File: config.mk
export PLATFORM = sky130hd
export DESIGN_NAME = handle_packed_slot_table
export DESIGN_NICKNAME = d
export VERILOG_FILES = /design/src/sv/hpst_pkg.sv /design/src/sv/hpst_ram.sv /design/src/sv/handle_packed_slot_table.sv
export SDC_FILE = /design/constraint.sdc
export NUM_CORES = 2
export LEC_CHECK = 0
export BUFFER_PORTS_ARGS = -buffer_cell sky130_fd_sc_hd__buf_2
export CORE_MARGIN = 2
export CORE_UTILIZATION = 30
export DETAILED_ROUTE_END_ITERATION = 8
export PLACE_DENSITY = 0.46
export SETUP_SLACK_MARGIN = 0.2
export SLEW_MARGIN = 40
export SYNTH_ARGS = -nofsm -noshare
export SYNTH_HDL_FRONTEND = slang
export SYNTH_HIERARCHICAL = 1
export SYNTH_MEMORY_MAX_BITS = 65536
export SYNTH_SLANG_ARGS = --single-unit
File: constraint.sdc
create_clock -name i_clk -period 10.9 [get_ports i_clk]
set_clock_uncertainty 0.2 [all_clocks]
set_input_delay 2.18 -clock i_clk [delete_from_list [all_inputs] [get_ports i_clk]]
set_output_delay 2.18 -clock i_clk [all_outputs]
set_load 0.1 [all_outputs]
File: src/sv/hpst_pkg.sv
// Package with the command and result types and the codes of the handle slot table.
`timescale 1ns / 1ps

package hpst_pkg;

    // Fixed field widths of the command and result transfers.
    localparam int ACTION_W   = 3;
    localparam int HANDLE_W   = 6;
    localparam int PAYLOAD_W  = 32;
    localparam int ENERGY_W   = 32;
    localparam int STATUS_W   = 2;
    localparam int COUNT_W    = 7;

    // Number of distinct handles the handle field can name.
    localparam int HANDLE_SPAN = 64;

    // Capacity register reset value.
    localparam logic [COUNT_W-1:0] CAPACITY_RESET = 7'd64;

    // Action codes.
    localparam logic [ACTION_W-1:0] ACT_CREATE   = 3'd0;
    localparam logic [ACTION_W-1:0] ACT_REMOVE   = 3'd1;
    localparam logic [ACTION_W-1:0] ACT_READ     = 3'd2;
    localparam logic [ACTION_W-1:0] ACT_WRITE_EN = 3'd3;
    localparam logic [ACTION_W-1:0] ACT_READ_POS = 3'd4;

    // Status codes.
    localparam logic [STATUS_W-1:0] ST_OK   = 2'd0;
    localparam logic [STATUS_W-1:0] ST_FULL = 2'd1;
    localparam logic [STATUS_W-1:0] ST_DEAD = 2'd2;

    typedef struct packed {
        logic [ACTION_W-1:0]         action;
        logic [HANDLE_W-1:0]         handle;
        logic [HANDLE_W-1:0]         dense_index;
        logic [PAYLOAD_W-1:0]        payload;
        logic signed [ENERGY_W-1:0]  energy;
    } t_cmd;

    typedef struct packed {
        logic [STATUS_W-1:0]         status;
        logic [HANDLE_W-1:0]         handle_out;
        logic [HANDLE_W-1:0]         dense_out;
        logic [PAYLOAD_W-1:0]        payload_out;
        logic signed [ENERGY_W-1:0]  energy_out;
        logic [COUNT_W-1:0]          live_count;
    } t_result;

endpackage

File: src/sv/hpst_ram.sv
// Generic single-port synchronous RAM with a registered, read-first output.
`timescale 1ns / 1ps

module hpst_ram #(
    parameter int WIDTH  = 8,
    parameter int DEPTH  = 16,
    parameter int ADDR_W = (DEPTH > 1) ? $clog2(DEPTH) : 1
) (
    input  logic              i_clk,
    input  logic              i_we,
    input  logic [ADDR_W-1:0] i_addr,
    input  logic [WIDTH-1:0]  i_wdata,
    output logic [WIDTH-1:0]  o_rdata
);

    logic [WIDTH-1:0] r_mem [DEPTH];
    logic [WIDTH-1:0] r_rdata;

    always_ff @(posedge i_clk) begin
        if (i_we) begin
            r_mem[i_addr] <= i_wdata;
        end
        r_rdata <= r_mem[i_addr];
    end

    assign o_rdata = r_rdata;

endmodule

File: src/sv/handle_packed_slot_table.sv
// Top level of the stable-handle table over a packed dense store.
// A refused command, an unused action or a fresh-handle create has its result registered on
// the accepting edge; a create with a recycled handle first passes S_CR_POP, a read by
// position S_RD_POS, a read or energy write by handle S_H_MAP and S_H_DATA, and a remove
// S_RM_MAP, S_RM_HOLE, S_RM_LAST and S_RM_PUSH, as each memory has a single port. A new
// command may start in the cycle its predecessor's result is shown. The receiver cannot
// stall. Reset is synchronous and clears all live flags at once: no clearing pass.
`timescale 1ns / 1ps

module handle_packed_slot_table #(
    parameter int SLOTS        = 64,
    parameter int PAYLOAD_BITS = 32
) (
    input  logic                       i_clk,
    input  logic                       i_rst_n,
    input  logic                       start,
    output logic                       busy,
    input  hpst_pkg::t_cmd             i_cmd,
    output logic                       o_done,
    output hpst_pkg::t_result          o_result,
    input  logic                       i_cfg_valid,
    output logic                       o_cfg_ready,
    input  logic [hpst_pkg::COUNT_W-1:0] i_cfg_data
);

    import hpst_pkg::*;

    // Only HANDLE_SPAN handles can ever be named, and a create needs live + 1 below the
    // capacity, so no more than this many entries or handles exist at once.
    localparam int MAP_DEPTH = (SLOTS < HANDLE_SPAN) ? SLOTS : HANDLE_SPAN;
    localparam int AW        = $clog2(MAP_DEPTH);
    localparam int PB        = (PAYLOAD_BITS < PAYLOAD_W) ? PAYLOAD_BITS : PAYLOAD_W;
    localparam logic [AW-1:0] TOP_IDX = AW'(MAP_DEPTH - 1);

    // One word of the dense store. The owner field is the handle that lives at that
    // dense position.
    typedef struct packed {
        logic [AW-1:0]               owner;
        logic [PB-1:0]               payload;
        logic signed [ENERGY_W-1:0]  energy;
    } t_slot;

    typedef enum logic [3:0] {
        S_IDLE,
        S_CR_POP,
        S_RD_POS,
        S_H_MAP,
        S_H_DATA,
        S_RM_MAP,
        S_RM_HOLE,
        S_RM_LAST,
        S_RM_PUSH
    } t_state;

    // Control and bookkeeping registers.
    t_state                r_state;
    logic                  r_done;
    t_result               r_result;
    logic [COUNT_W-1:0]    r_capacity;
    logic [AW-1:0]         r_live;
    logic [AW-1:0]         r_free;
    logic [AW-1:0]         r_fresh;
    logic                  r_alive [MAP_DEPTH];

    // Per-command working registers.
    t_cmd                  r_cmd;
    logic [AW-1:0]         r_pos;
    t_slot                 r_old;

    // Memory ports. Memory A maps a handle to its dense position. Memory B is the dense
    // store; its upper, unused end also holds the free-handle stack, growing downward from
    // the top entry. Live entries plus freed handles never exceed MAP_DEPTH - 1, so the
    // stack never reaches a live dense position.
    logic                  a_we;
    logic [AW-1:0]         a_addr;
    logic [AW-1:0]         a_wdata;
    logic [AW-1:0]         a_rdata;
    logic                  b_we;
    logic [AW-1:0]         b_addr;
    t_slot                 b_wdata;
    t_slot                 b_rdata;

    logic                  accept;
    logic                  h_in_range;
    logic [AW-1:0]         h_idx;
    logic                  h_live;
    logic [COUNT_W-1:0]    cap_lim;
    logic                  create_ok;
    logic                  pos_ok;
    logic [AW-1:0]         pop_idx;
    logic [AW-1:0]         push_idx;
    logic [AW-1:0]         last_idx;
    logic [AW-1:0]         n_live_up;
    logic [AW-1:0]         n_live_down;

    hpst_ram #(
        .WIDTH (AW),
        .DEPTH (MAP_DEPTH),
        .ADDR_W(AW)
    ) u_handle_map (
        .i_clk  (i_clk),
        .i_we   (a_we),
        .i_addr (a_addr),
        .i_wdata(a_wdata),
        .o_rdata(a_rdata)
    );

    hpst_ram #(
        .WIDTH ($bits(t_slot)),
        .DEPTH (MAP_DEPTH),
        .ADDR_W(AW)
    ) u_dense_store (
        .i_clk  (i_clk),
        .i_we   (b_we),
        .i_addr (b_addr),
        .i_wdata(b_wdata),
        .o_rdata(b_rdata)
    );

    // Builds one result transfer; the payload is zero-extended to the port width.
    function automatic t_result make_result(
        input logic [STATUS_W-1:0]        status,
        input logic [AW-1:0]              handle,
        input logic [AW-1:0]              dense,
        input logic [PB-1:0]              payload,
        input logic signed [ENERGY_W-1:0] energy,
        input logic [AW-1:0]              live
    );
        t_result res;
        res.status      = status;
        res.handle_out  = HANDLE_W'(handle);
        res.dense_out   = HANDLE_W'(dense);
        res.payload_out = PAYLOAD_W'(payload);
        res.energy_out  = energy;
        res.live_count  = COUNT_W'(live);
        return res;
    endfunction

    assign busy        = (r_state != S_IDLE);
    assign accept      = start && !busy;
    assign o_cfg_ready = !busy;
    assign o_done      = r_done;
    assign o_result    = r_result;

    // Handle checks happen on the accepting edge against the live flags, which sit in
    // flip-flops so that a dead handle is refused without a memory access.
    assign h_in_range = (COUNT_W'(i_cmd.handle) < COUNT_W'(MAP_DEPTH));
    assign h_idx      = AW'(i_cmd.handle);
    assign h_live     = h_in_range && r_alive[h_idx];

    // Capacity values above the table size act as the table size.
    assign cap_lim   = (r_capacity > COUNT_W'(MAP_DEPTH)) ? COUNT_W'(MAP_DEPTH) : r_capacity;
    assign create_ok = ((COUNT_W'(r_live) + COUNT_W'(1)) < cap_lim);
    assign pos_ok    = (COUNT_W'(i_cmd.dense_index) < COUNT_W'(r_live));

    assign pop_idx     = TOP_IDX - (r_free - AW'(1));
    assign push_idx    = TOP_IDX - r_free;
    assign last_idx    = r_live - AW'(1);
    assign n_live_up   = r_live + AW'(1);
    assign n_live_down = r_live - AW'(1);

    // Memory addressing for each step of a command.
    always_comb begin
        a_we    = 1'b0;
        a_addr  = '0;
        a_wdata = '0;
        b_we    = 1'b0;
        b_addr  = '0;
        b_wdata = '0;
        case (r_state)
            S_IDLE: begin
                if (accept) begin
                    case (i_cmd.action)
                        ACT_CREATE: begin
                            if (create_ok && (r_free == '0)) begin
                                a_we            = 1'b1;
                                a_addr          = r_fresh;
                                a_wdata         = r_live;
                                b_we            = 1'b1;
                                b_addr          = r_live;
                                b_wdata.owner   = r_fresh;
                                b_wdata.payload = i_cmd.payload[PB-1:0];
                                b_wdata.energy  = i_cmd.energy;
                            end else begin
                                b_addr = pop_idx;
                            end
                        end
                        ACT_REMOVE, ACT_READ, ACT_WRITE_EN: begin
                            a_addr = h_idx;
                        end
                        ACT_READ_POS: begin
                            b_addr = AW'(i_cmd.dense_index);
                        end
                        default: begin
                        end
                    endcase
                end
            end
            S_CR_POP: begin
                a_we            = 1'b1;
                a_addr          = b_rdata.owner;
                a_wdata         = r_live;
                b_we            = 1'b1;
                b_addr          = r_live;
                b_wdata.owner   = b_rdata.owner;
                b_wdata.payload = r_cmd.payload[PB-1:0];
                b_wdata.energy  = r_cmd.energy;
            end
            S_H_MAP: begin
                b_addr = a_rdata;
            end
            S_H_DATA: begin
                if (r_cmd.action == ACT_WRITE_EN) begin
                    b_we           = 1'b1;
                    b_addr         = r_pos;
                    b_wdata        = b_rdata;
                    b_wdata.energy = r_cmd.energy;
                end
            end
            S_RM_MAP: begin
                b_addr = a_rdata;
            end
            S_RM_HOLE: begin
                b_addr = last_idx;
            end
            S_RM_LAST: begin
                // The last entry moves into the hole, and its handle is repointed.
                if (last_idx != r_pos) begin
                    b_we    = 1'b1;
                    b_addr  = r_pos;
                    b_wdata = b_rdata;
                    a_we    = 1'b1;
                    a_addr  = b_rdata.owner;
                    a_wdata = r_pos;
                end
            end
            S_RM_PUSH: begin
                b_we          = 1'b1;
                b_addr        = push_idx;
                b_wdata.owner = AW'(r_cmd.handle);
            end
            default: begin
            end
        endcase
    end

    // Sequencer, bookkeeping and the registered result.
    always_ff @(posedge i_clk) begin
        if (!i_rst_n) begin
            r_state    <= S_IDLE;
            r_done     <= 1'b0;
            r_result   <= '0;
            r_capacity <= CAPACITY_RESET;
            r_live     <= '0;
            r_free     <= '0;
            r_fresh    <= '0;
            r_cmd      <= '0;
            r_pos      <= '0;
            r_old      <= '0;
            for (int i = 0; i < MAP_DEPTH; i++) begin
                r_alive[i] <= 1'b0;
            end
        end else begin
            r_done <= 1'b0;
            if (i_cfg_valid && o_cfg_ready) begin
                r_capacity <= i_cfg_data;
            end
            case (r_state)
                S_IDLE: begin
                    if (accept) begin
                        r_cmd <= i_cmd;
                        case (i_cmd.action)
                            ACT_CREATE: begin
                                if (!create_ok) begin
                                    r_done   <= 1'b1;
                                    r_result <= make_result(ST_FULL, '0, '0, '0, '0, r_live);
                                end else if (r_free == '0) begin
                                    r_alive[r_fresh] <= 1'b1;
                                    r_fresh          <= r_fresh + AW'(1);
                                    r_live           <= n_live_up;
                                    r_done           <= 1'b1;
                                    r_result         <= make_result(ST_OK, r_fresh, r_live,
                                        i_cmd.payload[PB-1:0], i_cmd.energy, n_live_up);
                                end else begin
                                    r_free  <= r_free - AW'(1);
                                    r_state <= S_CR_POP;
                                end
                            end
                            ACT_REMOVE: begin
                                if (h_live && (r_live != '0)) begin
                                    r_state <= S_RM_MAP;
                                end else begin
                                    r_done   <= 1'b1;
                                    r_result <= make_result(ST_DEAD, '0, '0, '0, '0, r_live);
                                end
                            end
                            ACT_READ, ACT_WRITE_EN: begin
                                if (h_live) begin
                                    r_state <= S_H_MAP;
                                end else begin
                                    r_done   <= 1'b1;
                                    r_result <= make_result(ST_DEAD, '0, '0, '0, '0, r_live);
                                end
                            end
                            ACT_READ_POS: begin
                                if (pos_ok) begin
                                    r_state <= S_RD_POS;
                                end else begin
                                    r_done   <= 1'b1;
                                    r_result <= make_result(ST_DEAD, '0, '0, '0, '0, r_live);
                                end
                            end
                            default: begin
                                r_done   <= 1'b1;
                                r_result <= make_result(ST_OK, '0, '0, '0, '0, r_live);
                            end
                        endcase
                    end
                end
                S_CR_POP: begin
                    r_alive[b_rdata.owner] <= 1'b1;
                    r_live                 <= n_live_up;
                    r_done                 <= 1'b1;
                    r_result               <= make_result(ST_OK, b_rdata.owner, r_live,
                        r_cmd.payload[PB-1:0], r_cmd.energy, n_live_up);
                    r_state                <= S_IDLE;
                end
                S_RD_POS: begin
                    r_done   <= 1'b1;
                    r_result <= make_result(ST_OK, b_rdata.owner, AW'(r_cmd.dense_index),
                        b_rdata.payload, b_rdata.energy, r_live);
                    r_state  <= S_IDLE;
                end
                S_H_MAP: begin
                    r_pos   <= a_rdata;
                    r_state <= S_H_DATA;
                end
                S_H_DATA: begin
                    r_done   <= 1'b1;
                    r_result <= make_result(ST_OK, AW'(r_cmd.handle), r_pos, b_rdata.payload,
                        (r_cmd.action == ACT_WRITE_EN) ? r_cmd.energy : b_rdata.energy,
                        r_live);
                    r_state  <= S_IDLE;
                end
                S_RM_MAP: begin
                    r_pos   <= a_rdata;
                    r_state <= S_RM_HOLE;
                end
                S_RM_HOLE: begin
                    r_old   <= b_rdata;
                    r_state <= S_RM_LAST;
                end
                S_RM_LAST: begin
                    r_state <= S_RM_PUSH;
                end
                S_RM_PUSH: begin
                    r_alive[AW'(r_cmd.handle)] <= 1'b0;
                    r_free                     <= r_free + AW'(1);
                    r_live                     <= n_live_down;
                    r_done                     <= 1'b1;
                    r_result                   <= make_result(ST_OK, AW'(r_cmd.handle), r_pos,
                        r_old.payload, r_old.energy, n_live_down);
                    r_state                    <= S_IDLE;
                end
                default: begin
                    r_state <= S_IDLE;
                end
            endcase
        end
    end

endmodule

Word-level counts from Yosys, hierarchy flattened

Memories as Yosys holds them, arrays and structs flattened. A register that Yosys moved wholly into a read port is not among the register bits.
Cells that the tools add are included.

Memories: 3
Register bits: 264
Output and inout bits: 88
Bits in writable memories: 4928
Word-level logic and storage cells: 181
Bits of input ports: 90

Memory list:

| name                | depth | bits a word | read ports | clocked after Yosys merged registers in | write ports | line                           | RTL |
|---|---|---|---|---|---|---|---|
| u_dense_store.r_mem | 64    | 70          | 1          | 1                                       | 1           | hpst_ram.sv:16                 | `logic [WIDTH-1:0] r_mem [DEPTH];` |
| u_handle_map.r_mem  | 64    | 6           | 1          | 1                                       | 1           | hpst_ram.sv:16                 |  |
| r_alive             | 64    | 1           | 1          | 0                                       | 64          | handle_packed_slot_table.sv:63 | `logic r_alive [MAP_DEPTH];` |

Multiplexer cells: 91
Add/sub/neg operators: 8
Order comparisons: 3
Reductions and logical operators: 27
Equal/unequal tests: 29

Operators by type and width:

| operator            | number |
|---|---|
| $mux 85             | 6 |
| $pmux 85 s5         | 1 |
| $mux 70             | 5 |
| $pmux 85 s4         | 1 |
| $pmux 64 s4         | 1 |
| $mux 6              | 21 |
| $pmux 6 s3          | 3 |
| $pmux 6 s7          | 1 |
| $pmux 6 s2          | 3 |
| $mux 1              | 34 |
| $mux 32             | 1 |
| $pmux 6 s5          | 1 |
| $mux 4              | 6 |
| $ne 3x3->1 const B  | 8 |
| $pmux 4 s5          | 1 |
| $add 6x1->6 const B | 3 |
| $eq 4x3->1 const B  | 4 |
| $pmux 4 s4          | 1 |
| $reduce_and 5->1    | 3 |
| $sub 6x1->6 const B | 2 |
| $sub 6x6->6 const A | 2 |
| $eq 3x2->1 const B  | 3 |
| $eq 4x2->1 const B  | 2 |
| $ne 2x2->1 const B  | 4 |
| 33 further kinds    | 41 |

Longest topological paths before layout

Depth after elaboration: 13
Mapped depth: 24
Depth with buffers taken out: 18

Hierarchy

Netlist, hierarchy kept.

By module, submodules not included:

| module                   | cells an instance | instances | area each (um2) | sequential area each (um2) |
|---|---|---|---|---|
| hpst_ram (u_dense_store) | 9425              | 1         | 169571.4        | 135930.4 |
| handle_packed_slot_table | 2136              | 1         | 17101.4         | 6546.3 |
| hpst_ram (u_handle_map)  | 923               | 1         | 15265.9         | 11651.2 |

Least setup slack after synthesis

OpenSTA, ideal clock, no wires.

Path kind: input port to flip-flop
From: input port i_cmd[78] (netlist name)
To: memory u_dense_store/r_mem[37][0] (netlist name), enable pin
Data arrival time: 9440 ps
Cell stages on the path: 15
Setup time: 499 ps
Data required time: 10201 ps
Buffers on the path: 5
Path slack: 761 ps
Path through: clkbuf_1 nor3_1 nand3_1 a2111oi_4 nand2b_1 nand2_1 o21ai_0 or4_1 buf_2 inv_2 or3_1 buf_2 buf_1 clkbuf_1 nor2_1

Elaborated cells on any way between the ends: 10
Classes of those cells: eq/ne: 1; mux: 8; reduce/logical: 1

RTL lines:

| element                                       | line                            | RTL |
|---|---|---|
| from (decl)                                   | handle_packed_slot_table.sv:18  | `input hpst_pkg::t_cmd i_cmd,` |
| $eq 3x3->1 or $logic_not 3->1 (tied branches) | handle_packed_slot_table.sv:173 | `case (i_cmd.action)` |
| $pmux 6 s2 (*)                                | handle_packed_slot_table.sv:173 |  |
| $mux 6 (*)                                    | handle_packed_slot_table.sv:172 | `if (accept) begin` |
| $pmux 6 s7 (*)                                | handle_packed_slot_table.sv:170 | `case (r_state)` |
| named net b_addr[5]                           | handle_packed_slot_table.sv:79  | `logic [AW-1:0] b_addr;` |
| to (decl)                                     | hpst_ram.sv:16                  |  |

Mark *: on every way through the listed nets, which the timed path passes. The rest lies on a longest branch.

Worst setup path after layout

From: register r_live[0]
To: memory u_dense_store/r_mem[24][31] (netlist name), enable pin

Elaborated cells on any way between the ends: 17
Classes of those cells: add/sub: 2; order compare: 1; eq/ne: 1; mux: 12; reduce/logical: 1

RTL lines:

| element                | line                            | RTL |
|---|---|---|
| from (decl)            | handle_packed_slot_table.sv:60  | `logic [AW-1:0] r_live;` |
| from (signal assigned) | handle_packed_slot_table.sv:280 | `r_live <= n_live_up;` |
| from (signal assigned) | handle_packed_slot_table.sv:322 | `r_live <= n_live_up;` |
| from (signal assigned) | handle_packed_slot_table.sv:359 | `r_live <= n_live_down;` |
| $add 6x1->7            | handle_packed_slot_table.sv:153 | `assign create_ok = ((COUNT_W'(r_live) + COUNT_W'(1)) < cap_lim);` |
| $lt 7x7->1             | handle_packed_slot_table.sv:153 |  |
| $logic_and 1x1->1      | handle_packed_slot_table.sv:175 | `if (create_ok && (r_free == '0)) begin` |
| $mux 6                 | handle_packed_slot_table.sv:175 |  |
| $pmux 6 s2             | handle_packed_slot_table.sv:173 |  |
| $mux 6                 | handle_packed_slot_table.sv:172 |  |
| $pmux 6 s7 (*)         | handle_packed_slot_table.sv:170 |  |
| named net b_addr[5]    | handle_packed_slot_table.sv:79  |  |

Marks and branches as above.

==> metrics.log <==
[metrics] Via Count: 129,000
[metrics] total routing usage reported by global routing: 0.229
[metrics] std cell rows: 301
[metrics] highest clock rate: 121 MHz
[metrics] time the final worst path needs with I/O delays and setup: 8.24 ns
[metrics] Crit Path Class: reg2reg
[metrics] final layout net count: 12,800
[metrics] count of endpoints failing setup in the final report: 0
[metrics] count of flip-flops with a built-in enable after synthesis: 4,864
[metrics] pin count of the biggest net entering global routing: 109
[metrics] die height: 824 um
[metrics] Worst-Margin Slew: 1.00 ns
[metrics] placed wire-length estimate after detailed placement: 458,000 um
[metrics] H-Tree Level Count: 6
[metrics] status: finished, final reports clean
[metrics] Post-Synthesis Net Count: 12,600
[metrics] number of hold buffers added after cts: 0
[metrics] placeable core area: 671,000 um2
[metrics] Synthesis Warnings: 6
[metrics] final routed DRC violation total: 0
[metrics] maximum vdd ir drop: 0.176 mV
[metrics] total congestion overflow: 0
[metrics] Via-to-Cell Ratio: 5.83
[metrics] share of flip-flops with an asynchronous set or reset after synthesis: 0
[metrics] clock-pin transition on the worst setup and hold timing paths: 0.06 ns
[metrics] die outline width: 824 um
[metrics] Sink Count: 5,267
[metrics] fraction of layout cells with a size suffix above 1: 0.151
[metrics] setup slack, reg-to-reg: 2.66 ns
[metrics] worst-case clock buffer depth: 4
[metrics] worst-path fanout max: 25
[metrics] worst min-delay path category: reg2reg
[metrics] post-synthesis cell type count: 92
[metrics] Cell Pwr Density: 182 nW/um2
[metrics] insertion delay of the later-clocked pin in the worst-skew pair: 1.12 ns
[metrics] buffer cell driving the clock tree root: clkbuf_16
[metrics] Max Cap Viol: 0
[metrics] buffer count from post-CTS setup fixing: 0
[metrics] number of buffers created by CTS: 569
[metrics] share of synthesized area occupied by flip-flops and latches: 0.763
[metrics] cell repeated most along the worst path: buf_4
[metrics] TritonCTS clock tree: done
[metrics] crit path max-delay cell type: or4_1
[metrics] number of detailed-route iterations in the first pass: 7
[metrics] worst path arrival time: 8.76 ns
[metrics] Pleak: 74.5 nW
[metrics] IO Pins: 178
[metrics] Port Buffer Count: 176
[metrics] Crit path required time: 11.42 ns
[metrics] final cycle utilization of the critical path: 0.756
[metrics] post-synthesis instance total: 12,500
[metrics] global-route wire length before repair: 1,090,000 um
[metrics] initial detailed-routing violation count: 19,700
[metrics] Die ar.: 680,000 um2
[metrics] Syn-to-layout area delta: 16.0%
[metrics] via count of the first global-routing pass: 121,000
[metrics] remaining antenna violation count after routing: 0
[metrics] final wirelength: 812,000 um
[metrics] final RePlAce weighted congestion: 0.839
[metrics] hold slack final: 0.253 ns
[metrics] Crit path largest cell delay: 0.89 ns
[metrics] RSZ-0062 raised after global routing: false
[metrics] cells traversed along the worst timing path: inv_1 > nor3_1 > nand3_1 > xnor2_1 > ha_1 > o21ai_0 > o21bai_1 > a2111oi_4 > buf_4 > nand2b_1 > nand2_1 > o21ai_4 > or4_1 > inv_2 > nand3_4 > buf_4 > nor2_4 > buf_4
[metrics] post-synthesis cell area: 202,000 um2
[metrics] final setup TNS: 0 ns
[metrics] prevailing post-synth register cell: edfxtp_1
[metrics] post-synthesis sequential element count: 5,267
[metrics] Pins Over Slew Limit: 0
[metrics] nature of the critical path startpoint: flip-flop
[metrics] Slew headroom: 0.331
[metrics] synthesized area per cell: 16.2 um2
[metrics] initial antenna violation count: 78
[metrics] post-cts gate resize count: 0
[metrics] wire per inst: 36.6 um
[metrics] crit end category: flip-flop
[metrics] hold violation count in the final report: 0
[metrics] initial core utilization: 0.301
## registers in the layout, summed over array words and instances, names as in the netlist, 4 cells and up
| name | count |
|---|---|
| r_cmd | 79 |
| r_old | 64 |
| r_pos | 6 |
| u_dense_store/r_mem | 4480 |
| r_free | 6 |
| u_dense_store/o_rdata | 70 |
| r_live | 6 |
| o_result | 84 |
| u_handle_map/r_mem | 384 |
| r_capacity | 7 |
| r_fresh | 6 |
| u_handle_map/o_rdata | 6 |
| r_state | 4 |
| r_alive | 64 |
## layout by cell type, fill, tap and decap left out, drive strengths merged, types with 33 or more instances in the layout
| master | instances |
|---|---|
| a211oi | 35 |
| a21o | 40 |
| a21oi | 474 |
| a221o | 92 |
| a221oi | 1057 |
| a222oi | 131 |
| a22o | 79 |
| a22oi | 829 |
| buf | 699 |
| clkbuf | 770 |
| clkinv | 223 |
| dfxtp | 403 |
| edfxtp | 4864 |
| inv | 102 |
| mux2 | 238 |
| mux2i | 311 |
| mux4 | 56 |
| nand2 | 826 |
| nand3 | 84 |
| nand4 | 49 |
| nor2 | 452 |
| nor3 | 91 |
| nor4 | 33 |
| o2111ai | 36 |
| o211ai | 39 |
| o21ai | 233 |
| o22ai | 482 |
| or3 | 47 |
| or4 | 34 |
## worst paths after layout
path | start | to | cells after the start
worst min register to register | o_result[30]$_SDFFE_PN0P_ | o_result[30]$_SDFFE_PN0P_ | 2
worst max register to register | r_live[0]$_SDFFE_PN0P_ | u_dense_store/r_mem[24][31]$_DFFE_PP_ | 18
worst max-delay path | r_live[0]$_SDFFE_PN0P_ | u_dense_store/r_mem[24][31]$_DFFE_PP_ | 18
worst min-delay path | o_result[30]$_SDFFE_PN0P_ | o_result[30]$_SDFFE_PN0P_ | 2
## logic make-up (layout without fill, tap and decap cells)
logic type | Yosys count | in the layout | synth area share
flip-flops | 5267 | 5267 | 0.763
AO/OA/AOI/OAI | 3707 | 3707 | 0.137
AND/OR/NAND/NOR | 1736 | 1736 | 0.0378
buffers and inverters | 1115 | 1830 | 0.0241
multiplexers | 605 | 605 | 0.0349
XOR/XNOR | 36 | 36 | 0.00177
adder cells (fa/ha/maj) | 17 | 17 | 0.00105
other | 1 | 31 | 0.0000186
## power breakdown
group | switching (W) | internal [W] | total, W
combinational | 0.00112 | 0.000396 | 0.00152
clock | 0.00834 | 0.0106 | 0.0190
sequential | 0.000220 | 0.0220 | 0.0222
total | 0.00969 | 0.0330 | 0.0427
## layout make-up
type                            instances  area, um2
Clock buffer                          768      15500
Antenna cell                           30       75.1
Timing Repair Buffer                  701       6420
Tap cell                             8938      11200
Multi-Input combinational cell       6102      44000
Inverter                               95        404
Clock inverter                        266       2510
Fill cell                           64000     437000
Sequential cell                      5267     154000
## cells in the mapped netlist (29+ instances only)
library cell / count / area, um2
nand4_1: 48 / 300
nand3_1: 84 / 420
a21oi_1: 473 / 2370
a221oi_1: 1055 / 9240
a31oi_1: 30 / 188
a211oi_1: 35 / 263
a22o_1: 79 / 692
nor2_1: 446 / 1670
inv_1: 90 / 338
mux4_2: 56 / 1260
dfxtp_1: 403 / 8070
buf_4: 44 / 330
or4_1: 34 / 255
nand2_1: 825 / 3100
a22oi_1: 829 / 6220
o21ai_0: 204 / 1020
edfxtp_1: 4864 / 146000
mux2i_1: 311 / 3110
mux2_2: 238 / 2680
clkbuf_1: 519 / 1950
o211ai_1: 39 / 293
or3_1: 47 / 294
o21ai_1: 29 / 145
o2111ai_1: 36 / 315
nor3_1: 88 / 440
a221o_1: 92 / 921
nor4_1: 33 / 206
buf_2: 303 / 1520
a222oi_1: 131 / 1310
buf_1: 136 / 510
a21o_1: 40 / 300
o22ai_1: 482 / 3020
## metrics by stage
step	setup slack, ns	util	std cells	total power, W	area (um2)
3_5_place_dp	2.18	0.322	21100	0.0241	216000
2_1_floorplan	0.761	-	12500	0.0233	202000
3_3_place_gp	1.85	0.320	21100	0.0241	215000
5_1_grt	2.48	0.349	22200	0.0437	234000
6_report	2.66	0.349	22200	0.0427	234000
4_1_cts	2.82	0.348	22100	0.0429	234000
## metal layers
metal | up-vias | share of wire | track usage
li1 | 52000 | - | -
met1 | 68800 | 0.42 | 0.324
met2 | 7221 | 0.45 | 0.353
met3 | 1157 | 0.099 | 0.0485
met4 | 8 | 0.034 | 0.0718
met5 | - | 0.000065 | 0
## worst max-delay path, delay by kind of cell (launching register included)
| family | cells | cell delay, ns |
|---|---|---|
| DFF | 1 | 0.78 |
| AOI/OAI and AO/OA | 4 | 0.61 |
| and+or+nand+nor | 7 | 3.33 |
| adders and majority gates | 1 | 0.33 |
| xor gates and xnor gates | 1 | 0.23 |
| buffers and inverters | 5 | 2.23 |
No activity file was read; power rests on OpenSTA's default activity.
